[src/sv/sft_pkg.sv]
// Package for the sorted fitness table: command codes, status codes,
// field widths and the control bundle broadcast to the cell row.
// No dependencies.
`timescale 1ns / 1ps
`default_nettype none

package sft_pkg;

  // Fixed widths of the item fields
  localparam int CMD_W   = 3;
  localparam int RANK_W  = 5;
  localparam int SLOT_W  = 5;
  localparam int CNT_W   = 6;
  localparam int STAT_W  = 2;
  localparam int FCOST_W = 64;

  // Parameter defaults
  localparam int DEF_POP_DEPTH = 32;
  localparam int DEF_COST_BITS = 64;

  // Reset value of the population limit register
  localparam logic [CNT_W-1:0] MAX_POP_RESET = CNT_W'(32);

  typedef enum logic [CMD_W-1:0] {
    CMD_INSERT  = 3'd0,
    CMD_LOOKUP  = 3'd1,
    CMD_REPLACE = 3'd2,
    CMD_CLEAR   = 3'd3,
    CMD_READ    = 3'd4
  } sft_cmd_t;

  localparam logic [STAT_W-1:0] ST_OK   = 2'd0;
  localparam logic [STAT_W-1:0] ST_FULL = 2'd1;
  localparam logic [STAT_W-1:0] ST_RANK = 2'd2;

  // Control broadcast to every cell in the row
  typedef struct packed {
    logic             apply;   // shift the row and place the new cost
    logic             lookup;  // select the lookup hit instead of addr
    logic             clear;   // return slots to their reset owners
    logic [CNT_W-1:0] addr;    // target rank (count for insert)
    logic [CNT_W-1:0] count;   // entries currently held
  } sft_ctl_t;

endpackage

`default_nettype wire

[src/sv/sft_cell.sv]
// One rank of the sorted fitness table: a cost and a buffer slot, with the
// compare against the broadcast cost and the shift decision for its rank.
// Depends on sft_pkg.
`timescale 1ns / 1ps
`default_nettype none

module sft_cell #(
  parameter int COST_BITS = sft_pkg::DEF_COST_BITS,
  parameter int INDEX     = 0
) (
  input  wire logic                         clk,
  input  wire logic                         rst,
  input  wire sft_pkg::sft_ctl_t            ctl,
  input  wire logic signed [COST_BITS-1:0]  new_cost,
  input  wire logic [sft_pkg::SLOT_W-1:0]   mv_slot,
  // left neighbor (rank INDEX-1)
  input  wire logic                         left_gt,
  input  wire logic                         left_lt,
  input  wire logic signed [COST_BITS-1:0]  left_cost,
  input  wire logic [sft_pkg::SLOT_W-1:0]   left_slot,
  // right neighbor (rank INDEX+1)
  input  wire logic                         right_lt,
  input  wire logic signed [COST_BITS-1:0]  right_cost,
  input  wire logic [sft_pkg::SLOT_W-1:0]   right_slot,
  // to neighbors
  output logic                              gt,
  output logic                              lt,
  output logic signed [COST_BITS-1:0]       cost,
  output logic [sft_pkg::SLOT_W-1:0]        slot,
  // to the result logic
  output logic                              put,
  output logic                              hit,
  output logic [sft_pkg::RANK_W-1:0]        rank_code,
  output logic signed [COST_BITS-1:0]       sel_cost,
  output logic [sft_pkg::SLOT_W-1:0]        sel_slot
);
  import sft_pkg::*;

  localparam logic [SLOT_W-1:0] SLOT_INIT = SLOT_W'(INDEX);

  logic occupied;
  logic eq;
  logic below;
  logic at;
  logic take_left;
  logic take_right;
  logic place;
  logic sel;

  // Compare the held cost with the broadcast cost
  always_comb begin
    occupied = int'(ctl.count) > INDEX;
    gt       = occupied && (new_cost < cost);
    lt       = occupied && (cost < new_cost);
    eq       = occupied && (cost == new_cost);
  end

  // Decide what this rank takes: left neighbor, right neighbor or new cost
  always_comb begin
    below      = int'(ctl.addr) > INDEX;
    at         = int'(ctl.addr) == INDEX;
    take_left  = (below || at) && left_gt;
    take_right = (!below && !at && right_lt) || (at && !left_gt && right_lt);
    if (below) begin
      place = gt && !left_gt;
    end else if (at) begin
      place = !left_gt && !right_lt;
    end else begin
      place = lt && !right_lt;
    end
    put = ctl.apply && place;
    // lowest rank whose cost is not below the key, and equal to it
    hit = ctl.lookup && eq && left_lt;
  end

  // Drive the select bus and the rank code
  always_comb begin
    sel       = ctl.lookup ? hit : at;
    sel_cost  = sel ? cost : '0;
    sel_slot  = sel ? slot : '0;
    rank_code = (put || hit) ? RANK_W'(INDEX) : '0;
  end

  // Cost register: no reset, only occupied ranks are ever read
  always_ff @(posedge clk) begin
    if (ctl.apply) begin
      if (take_left) begin
        cost <= left_cost;
      end else if (take_right) begin
        cost <= right_cost;
      end else if (place) begin
        cost <= new_cost;
      end
    end
  end

  // Slot register: reset and clear return it to its own buffer
  always_ff @(posedge clk) begin
    if (rst) begin
      slot <= SLOT_INIT;
    end else if (ctl.clear) begin
      slot <= SLOT_INIT;
    end else if (ctl.apply) begin
      if (take_left) begin
        slot <= left_slot;
      end else if (take_right) begin
        slot <= right_slot;
      end else if (place) begin
        slot <= mv_slot;
      end
    end
  end

endmodule

`default_nettype wire

[config.mk]
export PLATFORM = sky130hd
export DESIGN_NAME = sft_cell
export DESIGN_NICKNAME = d
export VERILOG_FILES = /design/src/sv/sft_pkg.sv /design/src/sv/sft_cell.sv
export SDC_FILE = /design/constraint.sdc
export NUM_CORES = 1
export LEC_CHECK = 0
export BUFFER_PORTS_ARGS = -buffer_cell sky130_fd_sc_hd__buf_4
export CAP_MARGIN = 20
export CORE_AREA = 3 3 146 148
export DETAILED_ROUTE_END_ITERATION = 8
export DIE_AREA = 0 0 149 151
export PLACE_DENSITY = 0.65
export SETUP_SLACK_MARGIN = 0.5
export SKIP_LAST_GASP = 1
export SYNTH_ARGS = -nofsm -noshare
export SYNTH_HDL_FRONTEND = slang
export SYNTH_SLANG_ARGS = --single-unit
export TNS_END_PERCENT = 50
[constraint.sdc]
create_clock -name clk -period 10.8 [get_ports clk]
set_input_delay 2.16 -clock clk [delete_from_list [all_inputs] [get_ports clk]]
set_output_delay 2.16 -clock clk [all_outputs]
set_load 0.01 [all_outputs]
## After elaboration in Yosys (flattened, before gate mapping)

Cells that the tools add are included.

- Flip-flop bits (word level): 69
- Output and inout port bits: 147
- Bits of input ports: 227

- Magnitude comparators: 4
- Equality and inequality tests: 1
- Reductions and logical operators: 24
- Multiplexer cells: 11

Operators with widths:

| operator | count |
|---|---|
| $mux 64 | 4 |
| $lt 64x64->1 | 2 |
| $eq 64x64->1 | 1 |
| $mux 5 | 4 |
| $logic_and 1x1->1 | 14 |
| $gt 6x1->1 const B | 2 |
| $logic_not 6->1 | 1 |
| $logic_not 1->1 | 4 |
| $mux 1 | 3 |
| $reduce_bool 3->1 | 1 |
| $logic_or 1x1->1 | 2 |
| $reduce_and 2->1 | 1 |
| $reduce_or 2->1 | 1 |

## Longest topological paths before layout

- Depth after elaboration: 8
- Mapped depth: 11
- Mapped depth without buffers: 10

## Worst setup path after synthesis

OpenSTA, ideal clock, no wires.

- Kind: input-to-output
- From: input new_cost[63]
- To: output sel_cost[49]
- Data arrival time: 4.600 ns
- Data required time: 8.640 ns
- Stages on the path: 11
- Path slack: 4.040 ns
- Cells stage by stage: inv_1 ha_1 nand3_2 or4_4 or2_4 nand4b_1 nor2_1 nor2_1 clkbuf_1 clkbuf_1 and2b_1

- Longest elaborated chain between the ends: 6

RTL lines:

| item | line | text |
|---|---|---|
| start: declaration | sft_cell.sv:14 | `input wire logic signed [COST_BITS-1:0] new_cost,` |
| $eq 64x64->1 | sft_cell.sv:55 | `eq = occupied && (cost == new_cost);` |
| $logic_and 1x1->1 | sft_cell.sv:55 |  |
| $logic_and 1x1->1 (2 in a row) | sft_cell.sv:73 | `hit = ctl.lookup && eq && left_lt;` |
| net hit | sft_cell.sv:32 | `output logic hit,` |
| $mux 1 | sft_cell.sv:78 | `sel = ctl.lookup ? hit : at;` |
| $mux 64 | sft_cell.sv:79 | `sel_cost = sel ? cost : '0;` |
| end: declaration | sft_cell.sv:34 | `output logic signed [COST_BITS-1:0] sel_cost,` |

The timed path passes the listed nets, and every way through them passes these cells.

## Final worst setup path

- From: input new_cost[30]
- To: output put

- Longest elaborated chain between the ends: 6

RTL lines:

| item | line | text |
|---|---|---|
| $lt 64x64->1 | sft_cell.sv:54 | `lt = occupied && (cost < new_cost);` |
| $logic_and 1x1->1 | sft_cell.sv:54 |  |
| $logic_and 1x1->1 | sft_cell.sv:69 | `place = lt && !right_lt;` |
| $mux 1 | sft_cell.sv:66 | `end else if (at) begin` |
| $mux 1 * | sft_cell.sv:64 | `if (below) begin` |
| $logic_and 1x1->1 * | sft_cell.sv:71 | `put = ctl.apply && place;` |
| end: declaration | sft_cell.sv:31 | `output logic put,` |

Every way passes the cells marked *; elsewhere a longest branch is shown, timed or not.

==> summary.md <==
| Metric | Value |
|---|---|
| P&R area growth vs syn | 60.1% |
| Critical Path, Cell by Cell | buf_4 -> inv_1 -> ha_1 -> nand4_1 -> or4_1 -> nor4_1 -> o41a_1 -> nor4_1 -> xnor2_1 -> nor2_1 -> o211a_1 -> buf_4 |
| Global Route Usage Sum | between 10% and 20% |
| Number of synthesized register bits | 69 |
| Synth area leaders | edfxtp_1, ha_1, nand2_1, a22oi_1, nor2b_1 |
| Delay-heaviest family, CP | simple AND/OR/NAND/NOR gates |
| Setup Total Neg Slack | 0 ns |
| Sink Count | 69 |
| Post-layout min period | 7.21 ns |
| TritonCTS clock tree | built |
| Cts bufs inserted | 9 |
| Initial DRC Count | 200 |
| Critical path origin | new_cost[30] |
| Io pins | between 300 and 400 |
| Yosys top cell area share | 34.9% |
| Final Net Count | 1291 |
| Pwr Density | 112 nW/µm² |
| Clock transition at the registers of the reported paths | 0.06 ns |
| Slew margin rel. | 35.4% |
| Syn Inst Count | 648 |
| Die area | 22500 µm² |
| Unique masters post-synth | 45 |
| WP data required | around 8.6 ns |
| # rows | 52 |
| Routed WL | 21.3 mm |
| Min-Delay Path Class | flip-flop to flip-flop |
| RSZ-0062 raised after global routing | no |
| First-pass GRT wire length | 30.8 mm |
| Synth Area per Inst | around 8.5 µm² |
| Startpoint types | input pin |
| Yosys warnings | 0 |
| Layout cells sized above 1 | 39.3% |
| Vias in the first global route | about 5700 |
| Reg2reg path depth | 9 |
| DR WL/cell | 16.7 µm |
| Outcome | finished, final reports clean |
| FF-to-FF Start | cost[31] |
| Post-CTS Setup Bufs | 0 |
| WP buf/inv | 3 |
| Dominant synthesized flop cell | edfxtp_1 |
| Die height | 151 µm |
| Number of synthesized flops with an enable pin | 64 |
| Worst path slowest cell | or4_1 |
| CP Depth | 12 |
| Pin count of the biggest net entering global routing | 73 |
| Setup crit end | put |
| Crit path DAT | 5.05 ns |
| Slew @ Worst Pin | 0.970 ns |
| Worst hold slack | approximately 0.48 ns |
| Peak VDD IR | 0.0692 mV |
| Drt pass-1 iters | 4 |
| Clk buf depth | 2 |
| Final Instance Area | around 8800 µm² |
| Leak pwr | 4.45 nW |
| Top cells by count, synth | nand2_1, a22oi_1, nor2b_1, inv_1 |
| Die Width | ~150 µm |
| Initial antenna violation count | 0 |
| CP max FO | 4 |
| Tot Pwr | 0.000990 W |
| Peak Freq | around 140 MHz |
| R2r setup slk | 6.71 ns |
| CP Class | input pin to primary output |
| Period utilization | 66.8% |
| Final Hold Fails | 0 |
| Final core occ | 43.6% |
| Max H-tree Level | 3 |
| Initial Utilization | 27.3% |
| Post-cts resize count | 0 |
| Clock Skew | 0.0100 ns |
| DRC violations left | 0 |
| ANT nets after route | 0 |
| Post-DP HPWL | 16.9 mm |
| Port buffer count | 368 |
| Core ar. | 20200 µm² |
| Count leader, synth | nand2_1 |
| Gr ovfl total | 0 |
| Vias per Instance | 4.63 |
| Vias | 5897 |
| Hold buffers post-CTS | 0 |
| CP max stage delay | 0.65 ns |
| Worst skew pair latency | 0.33 ns |
| Crit end category | primary output |
| Synthesized area | 5500 µm² |
| Placed Area | 8510 µm² |
| Seq/Total Area, Yosys | 36.8% |
| # diodes | 0 |
| Max-slew violations | 0 |
| Final Setup Violations | 0 |
| Routability congestion estimate | ~0.86 |
| Max-cap viol count | 0 |
| RR Endpoint | cost[25] |
| Leading area contributor after synthesis | edfxtp_1 |
| Clock root buffer | clkbuf_16 |
| FFs w/ async S/R, synth | 0% |
## cell type report
class | count | area, µm²
fillers | 2040 | 11400
multi-input cells | 483 | 3110
repair buffers | 372 | 2790
flip-flops and latches | 69 | 2020
well taps | 270 | 338
inverters | 65 | 244
clock buffers | 10 | 229
clock inverters | 6 | 63.8
## worst min-delay path by stage
stage	start	to	cells after the start
2_1_floorplan	slot[0]	slot[0]	2
3_3_place_gp	slot[0]	slot[0]	2
3_5_place_dp	slot[2]	slot[2]	2
4_1_cts	slot[2]	slot[2]	2
5_1_grt	slot[4]	slot[4]	2
6_report	slot[2]	slot[2]	2
## kinds of logic (layout without fill, tap and decap cells)
group                      after synthesis  after routing  share of synthesized area [%]
and+or+nand+nor                        290            290                           25.1
AOI/OAI and AO/OA                      118            118                           15.1
buffers and inverters                  100            453                           7.30
DFF                                     69             69                           36.8
adders and majority gates               64             64                           14.6
muxes                                    5              5                          0.910
other                                    1              5                         0.0682
xor gates and xnor gates                 1              1                          0.159
## power breakdown
part | internal, W | switching, W | leakage (nW)
Sequential | 0.000343 | 0.0000351 | 0.667
Combinational | 0.000164 | 0.000150 | 3.64
Clock | 0.000179 | 0.000120 | 0.138
Total | 0.000685 | 0.000305 | 4.45
## placed cells by master (no fill, tap or decap), types with 7 or more instances in the layout
| cell | count |
|---|---|
| nand2_1 | 163 |
| o21ai_0 | 7 |
| nor2_1 | 12 |
| buf_4 | 372 |
| inv_1 | 65 |
| edfxtp_1 | 64 |
| nand3_1 | 10 |
| nand4_1 | 13 |
| nor2b_1 | 68 |
| ha_1 | 64 |
| a21oi_1 | 23 |
| clkbuf_16 | 9 |
| a22oi_1 | 70 |
## through the flow
step,std cells,setup WS [ns]
final,1275,3.59
after global routing,1275,3.43
after CTS,1275,3.58
after detailed placement,1259,3.61
after global placement,1259,3.50
after floorplan,652,4.04
## worst min-delay path, stage by stage, from the launching register on
cell and delay, ns:
dfxtp_1 0.33, nand2_1 0.06, mux2i_1 0.05
## state kept, by name, indices dropped and copies added (netlist names)
signal / count
cost: 64
slot: 5
## routing by layer
layer	global-route usage, %	up-vias	wire (µm)
met3	4.43	11	1720
met5	0	-	0
met2	31.0	247	10500
met1	22.2	2679	8800
li1	-	2960	-
met4	3.25	0	187
Power figures use the tool's default switching activity.
